**src/rtl/wdd_pkg.sv**
```systemverilog
// ----------------------------------------------------------------------------
// wdd_pkg
// Shared types and constants for the weight drop detector.
// ----------------------------------------------------------------------------
package wdd_pkg;

   localparam int LayerWidth   = 16;
   localparam int WeightWidth  = 24;
   localparam int ThreshWidth  = 23;
   localparam int CountWidth   = 8;
   localparam int DropWidth    = WeightWidth + 1;
   localparam int CsrIdxWidth  = 3;
   localparam int CsrDataWidth = 23;

   // register indexes on the csr port
   typedef enum logic [CsrIdxWidth-1:0] {
      CSR_IGNORE_LAYERS   = 3'd0,
      CSR_WINDOW_LAYERS   = 3'd1,
      CSR_DROP_THRESHOLD  = 3'd2,
      CSR_CONFIRM_COUNT   = 3'd3,
      CSR_COOLDOWN_LAYERS = 3'd4
   } csr_index_type;

   localparam logic [LayerWidth-1:0]  IgnoreLayersReset   = 16'd2;
   localparam logic [LayerWidth-1:0]  WindowLayersReset   = 16'd5;
   localparam logic [ThreshWidth-1:0] DropThresholdReset  = 23'd500;
   localparam logic [CountWidth-1:0]  ConfirmCountReset   = 8'd2;
   localparam logic [LayerWidth-1:0]  CooldownLayersReset = 16'd10;

   typedef struct packed {
      logic [LayerWidth-1:0]  ignore_layers;
      logic [LayerWidth-1:0]  window_layers;
      logic [ThreshWidth-1:0] drop_threshold;
      logic [CountWidth-1:0]  confirm_count;
      logic [LayerWidth-1:0]  cooldown_layers;
   } cfg_type;

   typedef struct packed {
      logic [LayerWidth-1:0]         layer_number;
      logic signed [WeightWidth-1:0] weight_estimate;
   } req_payload_type;

   typedef struct packed {
      logic                  drop_detected;
      logic                  hit_now;
      logic [CountWidth-1:0] hits_so_far;
      logic                  tripped_latched;
   } rsp_payload_type;

endpackage

```
**src/rtl/weight_drop_detector_unit.sv**
```systemverilog
// ----------------------------------------------------------------------------
// weight_drop_detector_unit
// Detects a sudden weight loss from one weight estimate per print layer.
// ----------------------------------------------------------------------------
// Takes one item per clock while the result side does not stall, and gives
// one result per item. An accepted item waits in the input register until
// it is judged against the history state and lands in the result register,
// so rsp_valid is registered behind both of them. Throughput is one item
// per cycle while rsp_ready keeps up, set by the single judge stage that
// updates the history as each result is loaded; while a result waits for
// rsp_ready the input register takes one more item and then req_ready drops.
// csr_ready is always high; write configuration only while the unit is empty.
module weight_drop_detector_unit
   import wdd_pkg::*;
(
   input  logic                    clock,
   input  logic                    reset,
   input  logic                    req_valid,
   output logic                    req_ready,
   input  req_payload_type         req_payload,
   output logic                    rsp_valid,
   input  logic                    rsp_ready,
   output rsp_payload_type         rsp_payload,
   input  logic                    csr_valid,
   output logic                    csr_ready,
   input  logic [CsrIdxWidth-1:0]  csr_index,
   input  logic [CsrDataWidth-1:0] csr_wdata
);

   cfg_type         cfg;
   req_payload_type item_ff;
   logic            item_valid_ff, item_valid_in;
   rsp_payload_type result;
   rsp_payload_type rsp_ff;
   logic            rsp_valid_ff, rsp_valid_in;
   logic            advance;
   logic            fire;
   logic            req_take;

   wdd_csr u_csr (
      .clock     (clock),
      .reset     (reset),
      .csr_valid (csr_valid),
      .csr_ready (csr_ready),
      .csr_index (csr_index),
      .csr_wdata (csr_wdata),
      .cfg       (cfg)
   );

   wdd_judge u_judge (
      .clock  (clock),
      .reset  (reset),
      .fire   (fire),
      .cfg    (cfg),
      .item   (item_ff),
      .result (result)
   );

   assign advance   = !rsp_valid_ff || rsp_ready;
   assign fire      = item_valid_ff && advance;
   assign req_ready = !item_valid_ff || advance;
   assign req_take  = req_valid && req_ready;

   assign item_valid_in = req_take || (item_valid_ff && !advance);
   assign rsp_valid_in  = fire || (rsp_valid_ff && !rsp_ready);

   assign rsp_valid   = rsp_valid_ff;
   assign rsp_payload = rsp_ff;

   always_ff @(posedge clock) begin
      if (reset) begin
         item_valid_ff <= 1'b0;
         rsp_valid_ff  <= 1'b0;
      end else begin
         item_valid_ff <= item_valid_in;
         rsp_valid_ff  <= rsp_valid_in;
      end
   end

   always_ff @(posedge clock) begin
      if (req_take) begin
         item_ff <= req_payload;
      end
      if (fire) begin
         rsp_ff <= result;
      end
   end

   // a detection always reports the sticky flag
   assert property (@(posedge clock) disable iff (reset)
      rsp_valid && rsp_payload.drop_detected |-> rsp_payload.tripped_latched)
      else $error("detection without tripped flag");

   // a miss, skip or seed leaves the consecutive count at zero
   assert property (@(posedge clock) disable iff (reset)
      rsp_valid && !rsp_payload.hit_now |-> rsp_payload.hits_so_far == '0)
      else $error("hit count not cleared on miss");

   // a held item is never dropped while the result register is blocked
   assert property (@(posedge clock) disable iff (reset)
      item_valid_ff && !advance |=> item_valid_ff)
      else $error("stalled item lost");

   // once tripped, later results stay tripped
   assert property (@(posedge clock) disable iff (reset)
      fire && rsp_valid_ff && rsp_ff.tripped_latched |=> rsp_ff.tripped_latched)
      else $error("tripped flag cleared");

endmodule

```
**src/rtl/wdd_csr.sv**
```systemverilog
// ----------------------------------------------------------------------------
// wdd_csr
// Configuration registers, written through the csr valid/ready channel.
// ----------------------------------------------------------------------------
module wdd_csr
   import wdd_pkg::*;
(
   input  logic                    clock,
   input  logic                    reset,
   input  logic                    csr_valid,
   output logic                    csr_ready,
   input  logic [CsrIdxWidth-1:0]  csr_index,
   input  logic [CsrDataWidth-1:0] csr_wdata,
   output cfg_type                 cfg
);

   cfg_type cfg_ff;
   cfg_type cfg_in;

   assign csr_ready = 1'b1;
   assign cfg       = cfg_ff;

   always_comb begin
      cfg_in = cfg_ff;
      if (csr_valid) begin
         unique case (csr_index)
            CSR_IGNORE_LAYERS:   cfg_in.ignore_layers   = csr_wdata[LayerWidth-1:0];
            CSR_WINDOW_LAYERS:   cfg_in.window_layers   = csr_wdata[LayerWidth-1:0];
            CSR_DROP_THRESHOLD:  cfg_in.drop_threshold  = csr_wdata[ThreshWidth-1:0];
            CSR_CONFIRM_COUNT:   cfg_in.confirm_count   = csr_wdata[CountWidth-1:0];
            CSR_COOLDOWN_LAYERS: cfg_in.cooldown_layers = csr_wdata[LayerWidth-1:0];
            default:             cfg_in = cfg_ff;  // unmapped index: ignored
         endcase
      end
   end

   always_ff @(posedge clock) begin
      if (reset) begin
         cfg_ff.ignore_layers   <= IgnoreLayersReset;
         cfg_ff.window_layers   <= WindowLayersReset;
         cfg_ff.drop_threshold  <= DropThresholdReset;
         cfg_ff.confirm_count   <= ConfirmCountReset;
         cfg_ff.cooldown_layers <= CooldownLayersReset;
      end else begin
         cfg_ff <= cfg_in;
      end
   end

endmodule

```
**src/rtl/wdd_judge.sv**
```systemverilog
// ----------------------------------------------------------------------------
// wdd_judge
// History state and the per-item judgement: instant and window drop, hit
// counting, confirmation and cooldown.
// ----------------------------------------------------------------------------
module wdd_judge
   import wdd_pkg::*;
(
   input  logic            clock,
   input  logic            reset,
   input  logic            fire,
   input  cfg_type         cfg,
   input  req_payload_type item,
   output rsp_payload_type result
);

   logic                          have_history_ff, have_history_in;
   logic signed [WeightWidth-1:0] last_weight_ff, last_weight_in;
   logic [LayerWidth-1:0]         last_layer_ff, last_layer_in;
   logic signed [WeightWidth-1:0] ref_weight_ff, ref_weight_in;
   logic [LayerWidth-1:0]         ref_layer_ff, ref_layer_in;
   logic [CountWidth-1:0]         hit_count_ff, hit_count_in;
   logic [LayerWidth-1:0]         cooldown_ff, cooldown_in;
   logic                          tripped_ff, tripped_in;

   logic [LayerWidth-1:0]         layer_dist;
   logic                          win_move;
   logic signed [WeightWidth-1:0] ref_weight_eff;
   logic signed [DropWidth-1:0]   inst_loss;
   logic signed [DropWidth-1:0]   win_loss;
   logic signed [DropWidth-1:0]   thresh;
   logic                          hit;
   logic [CountWidth-1:0]         hit_count_next;
   logic                          skip;

   // judged-path arithmetic
   assign layer_dist     = item.layer_number - ref_layer_ff;
   assign win_move       = (layer_dist >= cfg.window_layers);
   assign ref_weight_eff = win_move ? last_weight_ff : ref_weight_ff;
   assign inst_loss      = DropWidth'(last_weight_ff) - DropWidth'(item.weight_estimate);
   assign win_loss       = DropWidth'(ref_weight_eff) - DropWidth'(item.weight_estimate);
   assign thresh         = $signed({{(DropWidth-ThreshWidth){1'b0}}, cfg.drop_threshold});
   assign hit            = (inst_loss >= thresh) || (win_loss >= thresh);
   assign hit_count_next = !hit ? '0 :
                           (&hit_count_ff) ? hit_count_ff : hit_count_ff + 1'b1;
   assign skip           = (item.layer_number <= cfg.ignore_layers) || (cooldown_ff != '0);

   always_comb begin
      have_history_in = have_history_ff;
      last_weight_in  = item.weight_estimate;
      last_layer_in   = item.layer_number;
      ref_weight_in   = item.weight_estimate;
      ref_layer_in    = item.layer_number;
      hit_count_in    = hit_count_ff;
      cooldown_in     = cooldown_ff;
      tripped_in      = tripped_ff;
      result          = '0;

      priority if (!have_history_ff) begin
         // seeding item
         have_history_in = 1'b1;
      end else if (skip) begin
         if (item.layer_number > cfg.ignore_layers) begin
            cooldown_in = cooldown_ff - 1'b1;
         end
         hit_count_in = '0;
      end else begin
         ref_weight_in  = ref_weight_eff;
         ref_layer_in   = win_move ? last_layer_ff : ref_layer_ff;
         hit_count_in   = hit_count_next;
         result.hit_now = hit;
         if (hit_count_next >= cfg.confirm_count) begin
            tripped_in           = 1'b1;
            cooldown_in          = cfg.cooldown_layers;
            result.drop_detected = 1'b1;
         end
      end

      result.hits_so_far     = hit_count_in;
      result.tripped_latched = tripped_in;
   end

   always_ff @(posedge clock) begin
      if (reset) begin
         have_history_ff <= 1'b0;
         last_weight_ff  <= '0;
         last_layer_ff   <= '0;
         ref_weight_ff   <= '0;
         ref_layer_ff    <= '0;
         hit_count_ff    <= '0;
         cooldown_ff     <= '0;
         tripped_ff      <= 1'b0;
      end else if (fire) begin
         have_history_ff <= have_history_in;
         last_weight_ff  <= last_weight_in;
         last_layer_ff   <= last_layer_in;
         ref_weight_ff   <= ref_weight_in;
         ref_layer_ff    <= ref_layer_in;
         hit_count_ff    <= hit_count_in;
         cooldown_ff     <= cooldown_in;
         tripped_ff      <= tripped_in;
      end
   end

endmodule

```
**config.mk**
```make
export PLATFORM = sky130hd
export DESIGN_NAME = weight_drop_detector_unit
export DESIGN_NICKNAME = d
export VERILOG_FILES = /design/src/rtl/wdd_pkg.sv /design/src/rtl/weight_drop_detector_unit.sv /design/src/rtl/wdd_csr.sv /design/src/rtl/wdd_judge.sv
export SDC_FILE = /design/constraint.sdc
export NUM_CORES = 1
export LEC_CHECK = 0
export BUFFER_PORTS_ARGS = -buffer_cell sky130_fd_sc_hd__buf_2
export CELL_PAD_IN_SITES_DETAIL_PLACEMENT = 0
export CELL_PAD_IN_SITES_GLOBAL_PLACEMENT = 1
export CORE_MARGIN = 2
export CORE_UTILIZATION = 47
export CTS_BUF_LIST = sky130_fd_sc_hd__clkbuf_8 sky130_fd_sc_hd__clkbuf_16
export DETAILED_ROUTE_END_ITERATION = 12
export GPL_TIMING_DRIVEN = 0
export PLACE_DENSITY_LB_ADDON = 0.1
export SETUP_SLACK_MARGIN = 0.4
export SYNTH_ARGS = -nofsm -noshare
export SYNTH_HDL_FRONTEND = slang
export SYNTH_SLANG_ARGS = --single-unit
```
**constraint.sdc**
```tcl
create_clock -name clock -period 12.16 [get_ports clock]
set_clock_uncertainty 0.1 [all_clocks]
set_input_delay 0.608 -clock clock [delete_from_list [all_inputs] [get_ports clock]]
set_output_delay 0.608 -clock clock [all_outputs]
set_load 0.01 [all_outputs]
```
==> results.py, run 1 <==
metrics = {
    "placement": {
        "io_buffers": 82,
        "placed_cell_area_sq_mm": 0.0155,
        "hpwl_um": 33900,
        "globalplace.congestion": 0.909,
        "dp_cells": 2210,
    },
    "critical_path": {
        "rrSetupSlack_ns": 1.10,
        "r2r_cells": 50,
        "r2r-end": "u_judge.cooldown_ff[5]$_SDFFE_PP0P_",
        "reg2reg_from": "item_ff[24]$_DFFE_PP_",
        "crit_type": "flop to flop",
        "crit_required_ns": 12.49,
        "cp_max_fo": 10,
        "cp_slowest_cell": "or4_1",
        "worst-endpoint-arrival_ns": 11.38,
        "worst_setup_path_start_kind": "flop",
        "crit_path_end_kind": "flop",
        "critPathMaxStageDelay_ns": 0.57,
    },
    "synth": {
        "synth_edf_count": 51,
        "synth-main-ff-cell": "dfxtp_1",
        "synth_area_sq_mm": 0.0146,
        "syn_avg_cell_area_sq_um": 8.43,
        "synth_warnings": 0,
        "synth_cell_type_count": 68,
        "async_flop_share_pct": 0,
        "yosysSeqAreaShare_pct": 36.2,
        "syn_nets": 1956,
        "syn_inst": 1731,
        "ys_ff_latch": 238,
    },
    "global_routing": {
        "grt_max_degree": 38,
        "antenna_found_initial": 1,
        "grt_pass1_vias": 12154,
        "grt_pass1_wl_um": 67500,
        "grtUsageTotal_pct": 26.2,
        "grt-ovfl-total": 0,
    },
    "timing": {
        "drv_slew": 0,
        "relSlewSlack_pct": 10.8,
        "rsz0062_at_grt": "false",
        "finalHoldViolCount": 0,
        "fin_crit_sh_pct": 90.9,
        "tightest_slew_ns": 1.33,
        "period_minus_slack_ns": 11.06,
        "setup_viol_count_final": 0,
        "clock.fmax_ghz": 0.0905,
    },
    "outcome": {
        "outcome": "completed",
    },
    "routing": {
        "met3_length_um": 2510,
        "via_per_inst": 5.62,
        "first_iter_violations": 819,
        "dr_wl_met2_um": 19800,
        "drc_errors": 0,
        "dr_total_vias": 12734,
        "post_drt_wl_per_cell_um": 19.1,
        "drt-total-wl_um": 43300,
        "top_layer_used": "met4",
        "firstDrtPassIters": 5,
        "met1_length_um": 19700,
        "ant_nets": 0,
    },
    "clocking": {
        "insertion_delay_ns": 0.57,
        "htreeDepth": 1,
        "cts.sink_count": 238,
        "root_buffer": "clkbuf_16",
        "numCtsBuffers": 28,
        "cts_tree": "built",
        "clkTransAtPathRegs_ns": 0.06,
        "ctsLongestPathBuffers": 3,
    },
    "power_and_ir_drop": {
        "p_int_uw": 1490,
        "p_clk_share_pct": 35.6,
        "peakVddDrop_mv": 0.116,
        "p_seq_share_pct": 39.9,
        "power.leakage_uw": 0.00673,
        "sw_frac_of_total_pct": 31.4,
        "p_sw_uw": 680,
        "power_density_mw_per_mm2": 132,
        "pwr-share-comb_pct": 24.5,
    },
    "die": {
        "pin_count": 85,
        "start_util_pct": 47.7,
        "num_rows": 64,
        "fp.coreArea_sq_mm": 0.0306,
        "die_w_um": 180,
        "die-height_um": 180,
        "die_area_sq_mm": 0.0325,
    },
    "min_path": {
        "hp-class": "primary input to flop",
        "worstHoldStart": "req_payload[3]",
        "min_to": "item_ff[3]$_DFFE_PP_",
        "hold_depth": 1,
    },
    "finish": {
        "drive_above_1_share_pct": 10.9,
        "design_area_sq_mm": 0.0164,
        "area_growth_pct": 12.7,
        "n_antenna_cell": 0,
        "final_nets": 2071,
        "layout.cells.non_filler": 2264,
    },
    "flow_run": {
        "cap_viol_max_count": 0,
    },
}
## kinds of logic after synthesis
kind of cell	after synthesis	share of synthesized area, %
compound gates	465	20.1
xor+xnor	56	3.36
fa+ha+maj	154	13.4
buf+inv	203	5.41
flops	238	36.2
mux	42	3.07
other cells	1	0.0257
simple gates	572	18.5
## stage by stage
| step | setup TNS (ns) | setup slack (ns) | hold WS [ns] | utilization [%] | power (uW) |
|---|---|---|---|---|---|
| CTS | 0 | 0.447 | 0.0809 | 53.5 | 2170 |
| global route | 0 | 0.412 | 0.0803 | 53.8 | 2270 |
| floorplan | 0 | 2.58 | 0.329 | - | 1250 |
| finish | 0 | 1.10 | 0.106 | 53.8 | 2170 |
| global placement | 0 | 0.0383 | 0.339 | 50.6 | 1390 |
| detailed placement | -0.0817 | -0.0412 | 0.345 | 50.7 | 1400 |
## worst max path at each step
stage                               start                                  end  slack, ns  depth (start not counted)
finish              item_ff[24]$_DFFE_PP_  u_judge.cooldown_ff[5]$_SDFFE_PP0P_       1.10                         50
floorplan           item_ff[24]$_DFFE_PP_  u_judge.cooldown_ff[7]$_SDFFE_PP0P_       2.58                         49
global route        item_ff[24]$_DFFE_PP_  u_judge.cooldown_ff[5]$_SDFFE_PP0P_       0.41                         50
detailed placement  item_ff[24]$_DFFE_PP_  u_judge.cooldown_ff[5]$_SDFFE_PP0P_      -0.04                         50
global placement    item_ff[24]$_DFFE_PP_  u_judge.cooldown_ff[7]$_SDFFE_PP0P_       0.04                         50
CTS                 item_ff[24]$_DFFE_PP_  u_judge.cooldown_ff[5]$_SDFFE_PP0P_       0.45                         50
## metal layers
layer / track usage, % / vias to the layer above
met5: 0 / -
met4: 7.48 / 0
met3: 5.50 / 70
met2: 43.2 / 299
met1: 34.7 / 6001
li1: - / 6364
## area by class of cell
cell class | instances | area (sq um)
Fill cell | 2931 | 14100
Multi-Input combinational cell | 1290 | 8580
Sequential cell | 238 | 5280
Clock buffer | 30 | 728
Tap cell | 396 | 495
Inverter | 125 | 469
Timing Repair Buffer | 85 | 445
Buffer | 78 | 330
Clock inverter | 22 | 115
## flip-flops by register name, summed over array words and instances (netlist names)
signal	flops
item_ff	40
u_judge.have_history_ff	1
item_valid_ff	1
u_judge.ref_layer_ff	16
u_judge.last_layer_ff	16
u_judge.cooldown_ff	16
u_judge.ref_weight_ff	24
u_csr.cfg	79
rsp_valid	1
u_judge.hit_count_ff	8
u_judge.tripped_ff	1
rsp_payload	11
u_judge.last_weight_ff	24
## cells in the mapped netlist, types with 15 or more instances
cell,number,area [sq um]
o21ai_0,58,290
clkbuf_1,64,240
nand2b_1,23,144
nor2_1,95,357
a21o_1,32,240
inv_1,124,465
o41ai_1,23,201
dfxtp_1,187,3740
xnor2_1,42,368
nand3_1,31,155
nor3_1,23,115
a21oi_1,207,1040
mux2i_1,20,200
edfxtp_1,51,1530
ha_1,151,1890
nand3b_1,31,233
nand2_1,283,1060
a31o_2,22,193
nor2b_1,15,93.8
mux2_2,22,248
a211oi_1,27,203
nand4_1,17,106
## cells in the final DEF (no fill, tap or decap), drive strengths merged, types with 8 or more instances in the layout
cell,n
and3,13
nand2,283
clkbuf,94
nand4,17
mux2i,20
buf,99
a31o,22
nor2,95
nand3b,31
nor4,8
a22o,11
edfxtp,51
nor2b,15
clkinv,12
xnor2,42
o21a,14
a21o,32
mux2,22
a211oi,28
a21oi,207
o21ai,59
inv,135
o41ai,23
xor2,14
nor3,23
nand2b,24
nand3,31
dfxtp,187
ha,151
a211o,14
o211ai,10
o21bai,8
## worst max-delay path, delay by kind of cell (launching register included)
| kind | cells | cell delay (ns) |
|---|---|---|
| buffers and inverters | 5 | 1.17 |
| adders and majority gates | 6 | 1.83 |
| muxes | 1 | 0.34 |
| xor gates and xnor gates | 2 | 0.34 |
| AOI/OAI and AO/OA | 25 | 5.08 |
| DFF | 1 | 0.37 |
| and+or+nand+nor | 11 | 1.67 |
## power by group through the flow
| stage | clock [uW] | sequential (uW) | combinational [uW] |
|---|---|---|---|
| after floorplan | 0 | 872 | 375 |
| after global placement | 0 | 880 | 508 |
| after detailed placement | 0 | 881 | 519 |
| after CTS | 785 | 864 | 523 |
| after global routing | 813 | 867 | 594 |
| final | 770 | 864 | 532 |
## what timing repair did
action | CTS | global route
pin swaps | 0 | 1
resized for setup | 4 | 17
gates cloned | 0 | 0
endpoints found under the setup margin | 17 | 19
hold endpoints to repair | 0 | 0
hold buffers | 0 | 0
buffers inserted | 0 | 2
Note: power is estimated with default switching activity, not from simulation.
==> run 2: changes to the inputs <==
CELL_PAD_IN_SITES_DETAIL_PLACEMENT = not set   (was 0)
CELL_PAD_IN_SITES_GLOBAL_PLACEMENT = not set   (was 1)
CORE_UTILIZATION = 62   (was 47)
PLACE_DENSITY = 0.81   (was not set)
PLACE_DENSITY_LB_ADDON = not set   (was 0.1)
==> run 2 against run 1 <==
  * Clock-buffer cell count up 1
  * Hold slack better by 0.038 ns
  * Non-clock buffer count unchanged
  * Global-route usage grew 5.5 points
  * Register-to-register slack worse by 0.05 ns
  * Fmax decreased by 0.43%
  * Sequential cell count unchanged
  * First-iteration DRC count increased by 32%
  * Highest routed layer unchanged
==> results.py, run 2 (synthesis gave the netlist of run 1 again) <==
metrics = {
    "finish": {
        "layout_commonest_cell": "nand2_1",
        "n_antenna_cell": 0,
        "largest_reg_flops": 79,
        "area_growth_pct": 12.0,
        "final_nets": 2069,
        "drive_above_1_share_pct": 11.0,
        "mostFrequentLayoutCells": "nand2_1, a21oi_1, dfxtp_1",
        "design_area_sq_mm": 0.0163,
    },
    "placement": {
        "io_buffers": 82,
        "placed_cell_area_sq_mm": 0.0154,
        "hpwl_um": 30100,
        "globalplace.congestion": 0.956,
    },
    "flow_run": {
        "cap_viol_max_count": 0,
    },
    "timing": {
        "fin_setup_tns_ns": 0,
        "setup_viol_count_final": 0,
        "drv_slew": 0,
        "period_minus_slack_ns": 11.10,
        "fin_crit_sh_pct": 91.3,
        "relSlewSlack_pct": 18.3,
        "finalHoldViolCount": 0,
        "rsz0062_at_grt": "false",
        "tightest_slew_ns": 1.23,
        "clock.fmax_ghz": 0.0901,
    },
    "global_routing": {
        "grt_use_met3_pct": 4.35,
        "grt_pass1_vias": 12245,
        "grt_max_degree": 30,
        "gr-usage-met2_pct": 50.6,
        "grt.met1_usage_pct": 44.5,
        "globalRoute.busiestLayer": "met2",
        "grt-ovfl-total": 0,
        "antenna_found_initial": 1,
        "grtUsageTotal_pct": 31.7,
        "grt_pass1_wl_um": 62400,
    },
    "critical_path": {
        "cp_slowest_cell": "or4_1",
        "critPathMaxStageDelay_ns": 0.58,
        "worst-endpoint-arrival_ns": 11.43,
        "worst_setup_path_start_kind": "flop",
        "crit_path_frequent_cell": "o21ai_0",
        "crit_required_ns": 12.49,
        "r2r_cells": 49,
        "cp_max_fo": 10,
        "crit_type": "flop to flop",
        "crit_path_end_kind": "flop",
    },
    "die": {
        "num_rows": 56,
        "die_w_um": 157,
        "fp.coreArea_sq_mm": 0.0233,
        "pin_count": 85,
        "die_area_sq_mm": 0.0248,
        "start_util_pct": 62.7,
        "die-height_um": 157,
    },
    "outcome": {
        "outcome": "completed",
    },
    "routing": {
        "firstDrtPassIters": 5,
        "drt-total-wl_um": 39600,
        "dr_total_vias": 13157,
        "drc_errors": 0,
        "post_drt_wl_per_cell_um": 18.1,
        "first_iter_violations": 1078,
        "via_per_inst": 6.03,
        "ant_nets": 0,
    },
    "power_and_ir_drop": {
        "power.leakage_uw": 0.00672,
        "peakVddDrop_mv": 0.130,
        "power_density_mw_per_mm2": 134,
    },
    "clocking": {
        "ctsLongestPathBuffers": 3,
        "hold_buffers": 0,
        "cts_tree": "built",
        "numCtsBuffers": 26,
        "clkTransAtPathRegs_ns": 0.06,
        "htreeDepth": 1,
        "insertion_delay_ns": 0.54,
        "root_buffer": "clkbuf_16",
        "cts.sink_count": 238,
    },
    "min_path": {
        "hp-class": "primary input to flop",
        "hold_depth": 1,
    },
}
-- run 2: cell types whose count changed in the layout (fill, tap and decap cells not counted), sizes merged --
cell	previous run	this run
bufinv	0	1
inv	135	129
buf	99	100
-- run 2: worst max-delay path, delay by kind of cell, from the launching register on --
family	cells	cell delay [ns]
xor+xnor	2	0.38
flops	1	0.39
fa+ha+maj	6	1.80
buf+inv	5	1.19
mux	1	0.30
compound gates	25	5.25
simple gates	10	1.64
-- run 2: stage by stage --
step | utilization, % | setup slack (ns) | total power [uW] | hold WS, ns | std cells
2_1_floorplan | - | 2.58 | 1250 | 0.329 | 1731
3_3_place_gp | 66.2 | 0.335 | 1370 | 0.340 | 2132
3_5_place_dp | 66.3 | 0.274 | 1390 | 0.347 | 2133
4_1_cts | 70.0 | 0.432 | 2180 | 0.126 | 2181
5_1_grt | 70.2 | 0.423 | 2290 | 0.129 | 2183
6_report | 70.2 | 1.06 | 2190 | 0.144 | 2183
-- run 2: final timing paths --
kind | slack [ns] | end | start
worst max-delay path | 1.06 | u_judge.cooldown_ff[13]$_SDFFE_PP0P_ | item_ff[24]$_DFFE_PP_
worst min-delay path | 0.14 | item_ff[29]$_DFFE_PP_ | req_payload[29]
worst max register to register | 1.06 | u_judge.cooldown_ff[13]$_SDFFE_PP0P_ | item_ff[24]$_DFFE_PP_
worst min register to register | 0.36 | u_csr.cfg[18]$_SDFFE_PP0P_ | u_csr.cfg[18]$_SDFFE_PP0P_
-- run 2: layout make-up --
| cell class | count | area [sq um] |
|---|---|---|
| Clock inverter | 17 | 119 |
| Fill cell | 1917 | 6930 |
| Clock buffer | 31 | 753 |
| Inverter | 125 | 469 |
| Tap cell | 319 | 399 |
| Multi-Input combinational cell | 1290 | 8540 |
| Buffer | 78 | 329 |
| Sequential cell | 238 | 5280 |
| Timing Repair Buffer | 85 | 445 |
-- run 2: routing by layer --
layer / share of wire (%) / wire length, um / vias to the layer above
met4: 2.8 / 1120 / 0
li1: - / - / 6365
met2: 44 / 17600 / 529
met5: 0 / 0 / -
met3: 8.1 / 3190 / 85
met1: 45 / 17700 / 6178
-- run 2: what timing repair did --
action	CTS	global route
pin swaps	0	1
buffers inserted	0	2
resized for setup	1	14
setup endpoints to repair	15	19
-- run 2: report_power, final --
group / switching [uW] / total [uW] / internal, uW
registers: 22.8 / 863 / 840
clock network: 333 / 796 / 464
logic: 312 / 527 / 215
==> run 3: changes to the inputs <==
BUFFER_PORTS_ARGS = not set   (was -buffer_cell sky130_fd_sc_hd__buf_2)
CORE_UTILIZATION = 65   (was 62)
DONT_BUFFER_PORTS = 1   (was not set)
SKIP_CTS_REPAIR_TIMING = 1   (was not set)
clock period = 10.4 ns   (was 12.16 ns; I/O delays follow)
==> run 3 against run 2 <==
  * Critical path type unchanged
  * Register-to-register slack worse by 0.51 ns
  * Non-clock buffer count fell by 21
  * Core utilization increased by 6.4 points
  * Fmax grew 13%
==> results.py, run 3 (synthesis gave the netlist of run 1 again) <==
metrics = {
    "critical_path": {
        "reg2reg_from": "item_ff[24]$_DFFE_PP_",
        "crit_type": "flop to flop",
        "crit_path_end_kind": "flop",
        "cp_max_fo": 7,
        "crit_path_frequent_cell": "a21oi_1",
        "cp_slowest_cell": "o41ai_4",
        "r2r-end": "u_judge.cooldown_ff[0]$_SDFFE_PP0P_",
        "worst_setup_path_start_kind": "flop",
        "rrSetupSlack_ns": 0.55,
        "r2r_cells": 53,
        "crit_required_ns": 10.69,
        "critPathMaxStageDelay_ns": 0.50,
        "worst-endpoint-arrival_ns": 10.14,
    },
    "routing": {
        "ant_nets": 0,
        "met3_length_um": 3720,
        "met1_length_um": 17700,
        "firstDrtPassIters": 5,
        "drc_errors": 0,
        "post_drt_wl_per_cell_um": 19.7,
        "first_iter_violations": 1223,
        "dr_wl_met2_um": 18800,
        "via_per_inst": 6.26,
        "dr_total_vias": 13280,
        "drt-total-wl_um": 41900,
        "top_layer_used": "met4",
    },
    "power_and_ir_drop": {
        "power_density_mw_per_mm2": 157,
        "power.leakage_uw": 0.00671,
        "peakVddDrop_mv": 0.184,
    },
    "finish": {
        "largest_reg_flops": 79,
        "drive_above_1_share_pct": 10.2,
        "final_nets": 2048,
        "fillers": 1594,
        "mostFrequentLayoutCells": "nand2_1, a21oi_1, dfxtp_1",
        "layout.cells.non_filler": 2122,
        "layout_commonest_cell": "nand2_1",
        "n_antenna_cell": 0,
        "area_growth_pct": 14.9,
        "fin_util_pct": 76.6,
    },
    "timing": {
        "clock.fmax_ghz": 0.102,
        "finalHoldViolCount": 0,
        "fin_crit_sh_pct": 94.7,
        "relSlewSlack_pct": 8.94,
        "period_minus_slack_ns": 9.85,
        "setup_viol_count_final": 0,
        "tightest_slew_ns": 1.37,
        "fin_setup_tns_ns": 0,
        "drv_slew": 0,
        "rsz0062_at_grt": "true",
    },
    "clocking": {
        "ctsLongestPathBuffers": 3,
        "numCtsBuffers": 26,
        "root_buffer": "clkbuf_16",
        "htreeDepth": 1,
        "cts.sink_count": 238,
        "insertion_delay_ns": 0.54,
        "cts_tree": "built",
        "clkTransAtPathRegs_ns": 0.06,
    },
    "min_path": {
        "hp-class": "primary input to flop",
        "min_to": "u_csr.cfg[32]$_SDFFE_PP1P_",
        "worstHoldStart": "csr_wdata[8]",
        "hold_depth": 1,
    },
    "outcome": {
        "outcome": "completed",
    },
    "placement": {
        "hpwl_um": 29800,
        "globalplace.congestion": 0.923,
        "dp_cells": 2011,
        "io_buffers": 0,
    },
    "global_routing": {
        "grt-ovfl-total": 0,
        "grt_max_degree": 41,
        "grtUsageTotal_pct": 32.2,
        "antenna_found_initial": 0,
        "grt_pass1_vias": 12010,
        "grt_pass1_wl_um": 61500,
    },
    "die": {
        "fp.coreArea_sq_mm": 0.0219,
        "start_util_pct": 66.6,
        "die_w_um": 154,
        "die_area_sq_mm": 0.0237,
        "num_rows": 54,
        "pin_count": 85,
        "die-height_um": 154,
    },
    "flow_run": {
        "cap_viol_max_count": 0,
    },
}
==> run 3: changes by cell type in the layout (fill, tap and decap cells not counted), moves of 9 or more <==
cell	delta
ha_1	-9
buf_2	-81
dlygate4sd3_1	+40
buf_4	+19
a21oi_2	+10
a21oi_1	-10
o21ai_0	-12
==> run 3: power breakdown <==
part	switching, uW	leakage (uW)	internal (uW)	total [uW]
logic	384	0.00425	300	684
registers	30.6	0.00201	983	1010
clock network	383	0.000445	543	925
==> run 3: critical path: cells and delay by family, from the launching register on <==
kind | cells | cell delay (ns)
multiplexers | 1 | 0.15
buffers and inverters | 6 | 0.83
adder cells (fa/ha/maj) | 7 | 2.10
AO/OA/AOI/OAI | 26 | 4.46
flip-flops | 1 | 0.39
AND/OR/NAND/NOR | 11 | 1.23
XOR/XNOR | 2 | 0.47
==> run 3: how the worst max path moves through the flow <==
stage                          startpoint                                   to  depth (start not counted)
floorplan           item_ff[24]$_DFFE_PP_  u_judge.cooldown_ff[7]$_SDFFE_PP0P_                         49
global placement    item_ff[24]$_DFFE_PP_  u_judge.cooldown_ff[3]$_SDFFE_PP0P_                         53
detailed placement  item_ff[24]$_DFFE_PP_  u_judge.cooldown_ff[3]$_SDFFE_PP0P_                         53
CTS                 item_ff[24]$_DFFE_PP_  u_judge.cooldown_ff[5]$_SDFFE_PP0P_                         53
global route        item_ff[25]$_DFFE_PP_  u_judge.cooldown_ff[0]$_SDFFE_PP0P_                         51
finish              item_ff[24]$_DFFE_PP_  u_judge.cooldown_ff[0]$_SDFFE_PP0P_                         53
==> run 3: layer usage <==
layer	track usage, %	vias to the layer above
met3	5.61	123
met2	50.0	651
met5	0	-
met4	11.8	0
li1	-	6320
met1	45.2	6186
==> run 3: per-stage QoR <==
step	total power [uW]	hold WS (ns)	setup slack, ns	cell area, sq um
after floorplan	1460	0.329	0.816	14600
after global placement	1580	0.337	-1.44	14900
after detailed placement	1600	0.347	-1.52	14900
after CTS	2510	-0.0217	-1.73	15800
after global routing	2730	0.00421	0.181	16800
final	2620	0.0107	0.550	16800
==> run 3: layout make-up <==
cell class	count	area, sq um	share of cell area (%)
Buffer	78	374	2.23
Clock buffer	29	714	4.26
Clock inverter	18	145	0.866
Inverter	125	469	2.80
Multi-Input combinational cell	1290	8850	52.8
Sequential cell	238	5280	31.5
Tap cell	280	350	2.09
Timing Repair Buffer	64	582	3.47
